File: config.mk
export PLATFORM = sky130hd
export DESIGN_NAME = auto_ranging_axis_normalizer_flat
export DESIGN_NICKNAME = d
export VERILOG_FILES = /design/src/hw/rtl/arn_pkg.sv /design/src/hw/rtl/arn_if.sv /design/src/hw/rtl/auto_ranging_axis_normalizer.sv /design/src/flat_wrapper.sv
export SDC_FILE = /design/constraint.sdc
export NUM_CORES = 1
export LEC_CHECK = 0
export BUFFER_PORTS_ARGS = -buffer_cell sky130_fd_sc_hd__buf_2
export CORE_ASPECT_RATIO = 1.2
export CORE_MARGIN = 2
export CORE_UTILIZATION = 61
export CTS_BUF_LIST = sky130_fd_sc_hd__clkbuf_8 sky130_fd_sc_hd__clkbuf_16
export DETAILED_ROUTE_END_ITERATION = 8
export GPL_TIMING_DRIVEN = 0
export HOLD_SLACK_MARGIN = 0.12
export PLACE_DENSITY = 0.8
export SETUP_SLACK_MARGIN = 0.05
export SYNTH_ARGS = -nofsm -noshare
export SYNTH_HDL_FRONTEND = slang
export SYNTH_SLANG_ARGS = --single-unit
File: constraint.sdc
create_clock -name clk -period 4.2 [get_ports clk]
set_input_delay 0.21 -clock clk [delete_from_list [all_inputs] [get_ports clk]]
set_output_delay 0.21 -clock clk [all_outputs]
set_load 0.01 [all_outputs]
File: src/hw/rtl/arn_pkg.sv
package arn_pkg;

	// Sample and fraction widths of the normalizer.
	localparam int SAMPLE_BITS   = 8;
	localparam int FRACTION_BITS = 15;
	localparam int OUT_BITS      = 16;

	// The quotient never exceeds 1.0, so one integer bit above the fraction suffices.
	localparam int QUO_W  = FRACTION_BITS + 1;
	localparam int STEPS  = QUO_W;
	localparam int CNT_W  = $clog2(STEPS);
	localparam int REM_W  = SAMPLE_BITS + 1;
	localparam int WIDE_W = (QUO_W + 1 > OUT_BITS) ? QUO_W + 1 : OUT_BITS;

	typedef logic signed [SAMPLE_BITS-1:0] sample_t;
	typedef logic [SAMPLE_BITS-1:0]        mag_t;
	typedef logic [QUO_W-1:0]              quo_t;
	typedef logic signed [OUT_BITS-1:0]    scaled_t;

	typedef enum logic [1:0] {
		ST_IDLE = 2'b01,
		ST_DIV  = 2'b10
	} state_t;

endpackage

File: src/hw/rtl/arn_if.sv
interface arn_in_if;
	logic              valid;
	logic              ready;
	logic              axis_select;
	arn_pkg::sample_t  position;

	modport source (output valid, output axis_select, output position, input ready);
	modport sink   (input valid, input axis_select, input position, output ready);
endinterface

interface arn_out_if;
	logic              valid;
	logic              ready;
	arn_pkg::scaled_t  scaled_position;

	modport source (output valid, output scaled_position, input ready);
	modport sink   (input valid, input scaled_position, output ready);
endinterface

File: src/hw/rtl/auto_ranging_axis_normalizer.sv
// The restoring divider yields one quotient bit per step, and a result is offered once the last step is done.
// The shared compare-and-subtract unit of the divider works on one sample at a time, and the input is not ready
// until the sample is finished; the final step also waits until the output register is free.
// A finished result waits in the output register while the next sample is taken.
// Reset (arst_n low, asynchronous) sets both axis maxima to +1, both minima to -1,
// and empties the block.
module auto_ranging_axis_normalizer (
	input  logic          clk,
	input  logic          arst_n,
	arn_in_if.sink        sample,
	arn_out_if.source     result
);

	localparam arn_pkg::sample_t PEAK_POS_ONE = arn_pkg::sample_t'(1);
	localparam arn_pkg::sample_t PEAK_NEG_ONE = arn_pkg::sample_t'(-1);

	// Running extremes, one entry per axis (0 = X, 1 = Y).
	arn_pkg::sample_t peak_high_q [2];
	arn_pkg::sample_t peak_low_q  [2];

	arn_pkg::state_t           state_q;
	logic [arn_pkg::CNT_W-1:0] step_q;
	logic                      neg_q;
	arn_pkg::mag_t             den_q;
	logic [arn_pkg::REM_W-1:0] rem_q;
	arn_pkg::quo_t             quo_q;
	logic                      out_valid_q;
	arn_pkg::scaled_t          out_data_q;

	// Front end: widen the selected axis's extremes, then pick numerator and
	// divisor magnitudes. After widening the sample never lies outside its
	// extremes, so the quotient is at most 1.0.
	arn_pkg::sample_t                  cur_high;
	arn_pkg::sample_t                  cur_low;
	arn_pkg::sample_t                  new_high;
	arn_pkg::sample_t                  new_low;
	logic                              pos_positive;
	logic signed [arn_pkg::SAMPLE_BITS:0] neg_pos;
	logic signed [arn_pkg::SAMPLE_BITS:0] neg_low;
	arn_pkg::mag_t                     num_mag;
	arn_pkg::mag_t                     den_mag;
	logic                              in_xfer;

	always_comb begin
		cur_high     = peak_high_q[sample.axis_select];
		cur_low      = peak_low_q[sample.axis_select];
		new_high     = (sample.position > cur_high) ? sample.position : cur_high;
		new_low      = (sample.position < cur_low) ? sample.position : cur_low;
		pos_positive = (sample.position > arn_pkg::sample_t'(0));
		neg_pos      = -{sample.position[arn_pkg::SAMPLE_BITS-1], sample.position};
		neg_low      = -{new_low[arn_pkg::SAMPLE_BITS-1], new_low};
		if (pos_positive) begin
			num_mag = arn_pkg::mag_t'(sample.position);
			den_mag = arn_pkg::mag_t'(new_high);
		end else begin
			num_mag = neg_pos[arn_pkg::SAMPLE_BITS-1:0];
			den_mag = neg_low[arn_pkg::SAMPLE_BITS-1:0];
		end
	end

	assign sample.ready = (state_q == arn_pkg::ST_IDLE);
	assign in_xfer      = sample.valid && sample.ready;

	// Shared divider step: compare the partial remainder with the divisor and
	// subtract when it fits. Each step yields one quotient bit, MSB first.
	logic [arn_pkg::REM_W-1:0] den_ext;
	logic                      quo_bit;
	logic [arn_pkg::REM_W-1:0] rem_next;
	logic                      last_step;
	arn_pkg::quo_t             quo_final;
	logic [arn_pkg::WIDE_W-1:0] quo_wide;
	logic [arn_pkg::WIDE_W-1:0] res_wide;
	logic                      out_free;

	always_comb begin
		den_ext   = {1'b0, den_q};
		quo_bit   = (rem_q >= den_ext);
		rem_next  = quo_bit ? (rem_q - den_ext) : rem_q;
		last_step = (step_q == arn_pkg::CNT_W'(arn_pkg::STEPS - 1));
		quo_final = {quo_q[arn_pkg::QUO_W-2:0], quo_bit};
		quo_wide  = arn_pkg::WIDE_W'(quo_final);
		if (neg_q) begin
			// Minus one is representable, so the negative side needs no clamp.
			res_wide = -quo_wide;
		end else if (quo_final[arn_pkg::QUO_W-1]) begin
			// Exactly plus one saturates to the largest fraction.
			res_wide = (arn_pkg::WIDE_W'(1) << arn_pkg::FRACTION_BITS) - arn_pkg::WIDE_W'(1);
		end else begin
			res_wide = quo_wide;
		end
		out_free = !out_valid_q || result.ready;
	end

	always_ff @(posedge clk or negedge arst_n) begin
		if (!arst_n) begin
			state_q        <= arn_pkg::ST_IDLE;
			step_q         <= '0;
			out_valid_q    <= 1'b0;
			peak_high_q[0] <= PEAK_POS_ONE;
			peak_high_q[1] <= PEAK_POS_ONE;
			peak_low_q[0]  <= PEAK_NEG_ONE;
			peak_low_q[1]  <= PEAK_NEG_ONE;
		end else begin
			if (out_valid_q && result.ready) begin
				out_valid_q <= 1'b0;
			end
			unique case (state_q)
				arn_pkg::ST_IDLE: begin
					if (in_xfer) begin
						peak_high_q[sample.axis_select] <= new_high;
						peak_low_q[sample.axis_select]  <= new_low;
						step_q  <= '0;
						state_q <= arn_pkg::ST_DIV;
					end
				end
				arn_pkg::ST_DIV: begin
					if (!last_step) begin
						step_q <= step_q + arn_pkg::CNT_W'(1);
					end else if (out_free) begin
						// The final step waits until the output register can take the result.
						out_valid_q <= 1'b1;
						state_q     <= arn_pkg::ST_IDLE;
					end
				end
				default: begin
					state_q <= arn_pkg::ST_IDLE;
				end
			endcase
		end
	end

	// Datapath registers carry no reset.
	always_ff @(posedge clk) begin
		if (in_xfer) begin
			neg_q <= !pos_positive;
			den_q <= den_mag;
			rem_q <= {1'b0, num_mag};
			quo_q <= '0;
		end else if (state_q == arn_pkg::ST_DIV && !last_step) begin
			rem_q <= {rem_next[arn_pkg::REM_W-2:0], 1'b0};
			quo_q <= quo_final;
		end
		if (state_q == arn_pkg::ST_DIV && last_step && out_free) begin
			out_data_q <= arn_pkg::scaled_t'(res_wide[arn_pkg::OUT_BITS-1:0]);
		end
	end

	assign result.valid           = out_valid_q;
	assign result.scaled_position = out_data_q;

endmodule

File: src/flat_wrapper.sv
// flat-port wrapper written by rule: the top's interface ports become plain ports
module auto_ranging_axis_normalizer_flat 
  (clk, arst_n, sample_valid, sample_axis_select, sample_position, sample_ready, result_valid, result_scaled_position, result_ready);
  arn_in_if sample_i ();
  arn_out_if result_i ();
  input  logic clk;
  input  logic arst_n;
  input wire logic [$bits(sample_i.valid)-1:0] sample_valid;
  input wire logic [$bits(sample_i.axis_select)-1:0] sample_axis_select;
  input wire logic [$bits(sample_i.position)-1:0] sample_position;
  output wire logic [$bits(sample_i.ready)-1:0] sample_ready;
  output wire logic [$bits(result_i.valid)-1:0] result_valid;
  output wire logic [$bits(result_i.scaled_position)-1:0] result_scaled_position;
  input wire logic [$bits(result_i.ready)-1:0] result_ready;
  assign sample_i.valid = sample_valid;
  assign sample_i.axis_select = sample_axis_select;
  assign sample_i.position = sample_position;
  assign sample_ready = sample_i.ready;
  assign result_valid = result_i.valid;
  assign result_scaled_position = result_i.scaled_position;
  assign result_i.ready = result_ready;
  auto_ranging_axis_normalizer u_core (.clk(clk), .arst_n(arst_n), .sample(sample_i), .result(result_i));
endmodule
Word level (Yosys, flattened, before mapping)
Index checks and enable logic that the tools add are counted.

operators by class
  reductions and logical operators = 15
  mux-type cells = 30
  equality and inequality tests = 7
  bitwise operators = 1
  $add $sub $neg = 5
  order comparisons = 6

operators with widths
  cell                                                                             number
  8-bit 2-to-1 mux                                                                 14
  16-bit bitwise mux                                                               2
  16-bit 2-to-1 mux                                                                1
  16-bit negation                                                                  1
  8-bit negation                                                                   2
  15-bit 2-to-1 mux                                                                1
  9-bit by 8-bit >= comparator with 1-bit output                                   1
  8-bit demux with 1-bit select                                                    1
  8-bit by 1-bit greater-than comparator with 1-bit output, second input constant  1
  8-bit greater-than comparator                                                    1
  8-bit less-than comparator                                                       1
  4-bit 2-to-1 mux                                                                 2
  4-bit one-hot mux with 2 select lines                                            1
  8-bit subtractor                                                                 1
  1-bit logical AND                                                                6
  2-bit 2-to-1 mux                                                                 3
  3-bit AND reduction                                                              2
  4-bit by 1-bit adder with 4-bit output, second input constant                    1
  4-bit equality test, second input constant                                       1
  1-bit 2-to-1 mux                                                                 4
  2-bit by 1-bit inequality test with 1-bit output, second input constant          2
  2-bit inequality test, second input constant                                     2
  2-bit one-hot mux with 2 select lines                                            1
  2-bit nonzero test                                                               2
  8 further kinds                                                                  10

word-level totals
  register bits after elaboration = 88
  input bits = 13
  output and inout port bits = 18
  word-level logic and storage cells = 77

Logic depth before layout (Yosys ltp)
  depth after elaboration = 8
  mapped depth = 15
  depth with buffers taken out = 14

Worst setup path before layout
OpenSTA, ideal clock, no wires.

  path kind = reg2reg
  from = register u_core.rem_q[1] in the netlist's numbering
  to = register u_core.out_data_q[14], in the netlist u_core.result.scaled_position[14], data pin
  required time = 3.930 ns
  data arrival time = 3.236 ns
  library setup time = 0.270 ns
  setup slack = 0.694 ns
  cell stages (with the launch flop) = 15
  period minus slack after synthesis = 3.506 ns
  cell sequence = edfxtp_1 ha_1 nor2b_4 o31a_1 o41a_1 o31a_4 inv_6 buf_4 ha_1 nor2b_1 nand3_1 or3_1 nor3_2 xor2_1 a21oi_1

between the ends
  longest elaborated chain between the ends = 3

ends and longest elaborated chain
  element                                         RTL line                             RTL
  start: declaration                              auto_ranging_axis_normalizer.sv:25   logic [arn_pkg::REM_W-1:0] rem_q;
  start signal: assignment                        auto_ranging_axis_normalizer.sv:137  rem_q <= {1'b0, num_mag};
  start signal: assignment                        auto_ranging_axis_normalizer.sv:140  rem_q <= {rem_next[arn_pkg::REM_W-2:0], 1'b0};
  9-bit by 8-bit >= comparator with 1-bit output  auto_ranging_axis_normalizer.sv:77   quo_bit = (rem_q >= den_ext);
  16-bit negation                                 auto_ranging_axis_normalizer.sv:84   res_wide = -quo_wide;
  16-bit 2-to-1 mux                               auto_ranging_axis_normalizer.sv:82   if (neg_q) begin
  via u_core.res_wide (one bit)                   auto_ranging_axis_normalizer.sv:72   logic [arn_pkg::WIDE_W-1:0] res_wide;
  end signal: assignment                          auto_ranging_axis_normalizer.sv:144  out_data_q <= arn_pkg::scaled_t'(res_wide[arn_pkg::OUT_BITS-1:0]);
  end: declaration                                auto_ranging_axis_normalizer.sv:28   arn_pkg::scaled_t out_data_q;

The timed path passes the listed nets, and every way through them passes these cells.
A chain may end at the register's enable or synchronous reset.

Worst setup path in the final report
  from = register u_core.den_q[1]
  to = register u_core.out_data_q[14], in the netlist u_core.result.scaled_position[14], data pin

between the ends
  longest elaborated chain between the ends = 3

ends and longest elaborated chain
  element                                         RTL line                             RTL
  start: declaration                              auto_ranging_axis_normalizer.sv:24   arn_pkg::mag_t den_q;
  start signal: assignment                        auto_ranging_axis_normalizer.sv:136  den_q <= den_mag;
  9-bit by 8-bit >= comparator with 1-bit output  auto_ranging_axis_normalizer.sv:77
  16-bit negation                                 auto_ranging_axis_normalizer.sv:84
  16-bit 2-to-1 mux                               auto_ranging_axis_normalizer.sv:82
  via u_core.res_wide (one bit)                   auto_ranging_axis_normalizer.sv:72

The timed path passes the listed nets, and every way through them passes these cells.

==> flow_summary_export.csv <==
group,metric,value,unit
synth,synth_edf_count,33,
drt,ant_nets,0,
final_layout,drive_gt1_share,19.0,%
synth,ys_top_cells_by_count,"o21ai_0 (42), nand2_1 (41), edfxtp_1 (33), nor2_1 (33), inv_1 (29)",
synth,synthMuxAreaShare,8.30,%
placed_design,gp_congestion,0.960,
hold_path,whs_endpoint,"u_core.result.valid",
drt,vias_per_cell,6.16,
clock_tree,clk_latency,0.37,ns
sta,slew_viol_final,0,
sta,min_period_over_period,92.9,%
synth,synth_area_per_cell,9.99,sq um
sta,final.setup_skew,0.0158,ns
synth,seq_area_frac_synth,43.6,%
drt,dr.pass1.iters,6,
synth,synth-async-reset-ratio,44.3,%
setup_path,crit_path_end_kind,"flip-flop",
status,outcome,"finished clean",
clock_tree,cts_sinks,88,
setup_path,path_cells,"inv_1, ha_1, nor2b_4, o31a_1, o41a_1, o31a_4, inv_6, buf_4, ha_1, nor2b_2, nand3_1, or3_1, nor3_2, xor2_1, a21oi_1",
setup_path,worstPathRequired,4.28,ns
synth,synth_top_cell_by_area,"edfxtp_1",
die,die_y,106,um
grt,gr-usage-all-layers,26.9,%
setup_path,cp_slowest_cell,"edfxtp_1",
setup_path,worstSetupPathType,"flip-flop to flip-flop",
setup_path,rrSetupSlack,0.30,ns
setup_path,start_kind,"flip-flop",
hold_path,hold_path_class,"primary input to flip-flop",
die,die_w,89.1,um
clock_tree,cts_tree,"built",
synth,synth_compound_area_share,18.9,%
grt,grt_max_degree,40,
clock_tree,cts-buffers-inserted,9,
drt,avgRoutedWirePerCell,17.2,um
final_layout,nNetsFinal,615,
placed_design,port_buffers,29,
pwr,powerDensity,750,nW/um^2
sta,finalCriticalPeriod,3.90,ns
final_layout,fin_util,68.2,%
final_layout,area_growth,9.58,%
sta,tns,0,ns
sta,max_slew_margin,42.2,%
synth,ys_types,65,
setup_path,r2r_cells,15,
synth,synth_top_family_by_area,"compound AO/OA/AOI/OAI gates",
setup_path,crit_buf_inv,3,
synth,syn_area,5300,sq um
setup_path,r2r-end,"u_core.result.scaled_position[14]",
hold_path,hold_depth,3,
sta,rsz0062_at_grt,"false",
final_layout,multi_input_area,2740,sq um
synth,synth-xor-area-share,3.14,%
setup_path,cp_max_fo,10,
hold_path,hold_path_startpoint,"result_ready",
job,drv_cap,0,
synth,yosysWarnings,0,
setup_path,arrival,3.98,ns
final_layout,fill_cells,711,
setup_path,crit_top_cell,"ha_1",
drt,wirelength,11900,um
sta,timing.final.ws_setup,0.299,ns
grt,grt_pass1_vias,4178,
clock_tree,root_buffer,"clkbuf_8",
synth,yosys.area_share.simple,14.2,%
sta,fmax,256,MHz
setup_path,cpPeakStageDelay,0.44,ns
synth,synthTopCellsByArea,"edfxtp_1 (19%), dfrtp_1 (9.4%), dfstp_2 (9.4%), ha_1 (6.6%), dfxtp_1 (6.0%)",
synth,syn_nets,573,
die,initial_core_util,62.3,%
die,io_pins,31,
synth,ys.flop_type,"edfxtp_1",
sta,setup_viol_count_final,0,
sta,finalHoldViolCount,0,
die,core,8520,sq um
synth,synth_top_area_share,18.7,%
die,die_area,9460,sq um
synth,syn-instance-count,531,
die,rows,37,
drt,vias,4280,
sta,tightest_slew,0.867,ns
synth,ys_ff_latch,88,
setup_path,cp_top_family,"simple AND/OR/NAND/NOR gates",
synth,synthAdderAreaFrac,6.98,%
clock_tree,htree_levels,3,
final_layout,fin_area,5810,sq um
pwr,total_power,4.36,mW
sta,worst_hold_slack,0.139,ns
clock_tree,clockBufferDepth,2,
placed_design,dp.cells,677,
final_layout,instances_no_fill,695,
setup_path,reg2reg_from,"u_core.den_q[1]",
drt,drc,0,
pwr,p_leak,2.40,nW
pwr,vdd_drop_max,360,uV
final_layout,regArea,2310,sq um
placed_design,placed_cell_area,5600,sq um
placed_design,hpwl,8910,um
grt,grt_antenna_before_repair,0,
grt,grt_pass1_wl,19700,um
synth,synth.most_common_cell,"o21ai_0",
clock_tree,clk_pin_slew,0.09,ns
grt,grt_overflow,0,
placed_design,post-place-ws,0.236,ns
final_layout,antennaDiodeCount,0,
drt,dr.first_iter.drc_count,256,
## cell type report
| cell class | instances | share of cell area (%) |
|---|---|---|
| clock inverter | 4 | 0.474 |
| tap | 117 | 2.52 |
| clock buffer | 12 | 2.84 |
| sequential | 88 | 39.8 |
| buffer | 29 | 2.39 |
| inverter | 30 | 2.02 |
| timing repair buffer | 31 | 2.86 |
| multi-input combinational | 384 | 47.1 |
## cell families after synthesis
kind of cell               after synthesis
and+or+nand+nor                        149
AOI/OAI and AO/OA                      146
DFF                                     88
buffers and inverters                   59
muxes                                   41
adders and majority gates               29
xor gates and xnor gates                19
## worst min-delay path, cell delays in order
cell and delay (ns):
buf_2 0.07, nor2b_1 0.05, nand2b_1 0.14
## cells in the final DEF, fill, tap and decap left out, types with 4 or more instances in the layout
cell type / netlist / final
clkbuf_1: 20 / 20
nor3_1: 18 / 18
o211ai_1: 6 / 6
mux2_2: 24 / 24
o31ai_1: 6 / 6
ha_1: 28 / 28
a31oi_1: 12 / 12
o21a_1: 7 / 7
inv_1: 29 / 30
clkbuf_8: 0 / 12
mux2i_1: 17 / 17
nand3_1: 10 / 10
o311ai_0: 5 / 5
a22o_1: 18 / 18
xnor2_1: 15 / 15
nand4_1: 4 / 4
xor2_1: 4 / 4
and3_1: 5 / 5
nand2_1: 41 / 41
dfrtp_1: 20 / 20
a21oi_1: 25 / 25
buf_2: 5 / 34
dfstp_2: 19 / 19
o21ai_0: 42 / 42
dfxtp_1: 16 / 16
nor2b_1: 7 / 6
nor2_1: 33 / 33
nand2b_1: 8 / 8
edfxtp_1: 33 / 33
## where the power goes
group	switching, mW	internal, mW
registers	0.139	1.29
clock network	0.303	0.264
logic	1.35	1.01
total	1.79	2.56
## flip-flops by register name, indices dropped and copies added, names as in the netlist
name                           flops
u_core.peak_high_q                16
u_core.peak_low_q                 16
u_core.result.scaled_position     16
u_core.quo_q                      15
u_core.rem_q                       9
u_core.den_q                       8
u_core.step_q                      4
u_core.state_q                     2
u_core.neg_q                       1
u_core.result.valid                1
## per-layer routing
layer  global-route usage, %  routed length (um)  vias to the layer above
met1                    33.4                4840                     2040
met4                    12.3                 491                        0
met3                    5.43                 669                       42
li1                        -                   -                     2040
met5                       0                   0                        -
met2                    44.4                5940                      158
## worst max path at each step
stage,cells past startpoint,startpoint,to
5_1_grt,15,u_core.den_q[1],u_core.result.scaled_position[14]
4_1_cts,14,u_core.rem_q[1],u_core.result.scaled_position[14]
6_report,15,u_core.den_q[1],u_core.result.scaled_position[14]
2_1_floorplan,14,u_core.rem_q[1],u_core.result.scaled_position[14]
3_3_place_gp,14,u_core.rem_q[1],u_core.result.scaled_position[14]
3_5_place_dp,14,u_core.rem_q[1],u_core.result.scaled_position[14]
## what timing repair did
action | in CTS | in global routing
setup buffers | 0 | 0
endpoints found under the hold margin | 20 | 0
hold buffers | 1 | 0
setup endpoints to repair | 0 | 1
resized for setup | 0 | 1
No activity file was read; power rests on OpenSTA's default activity.
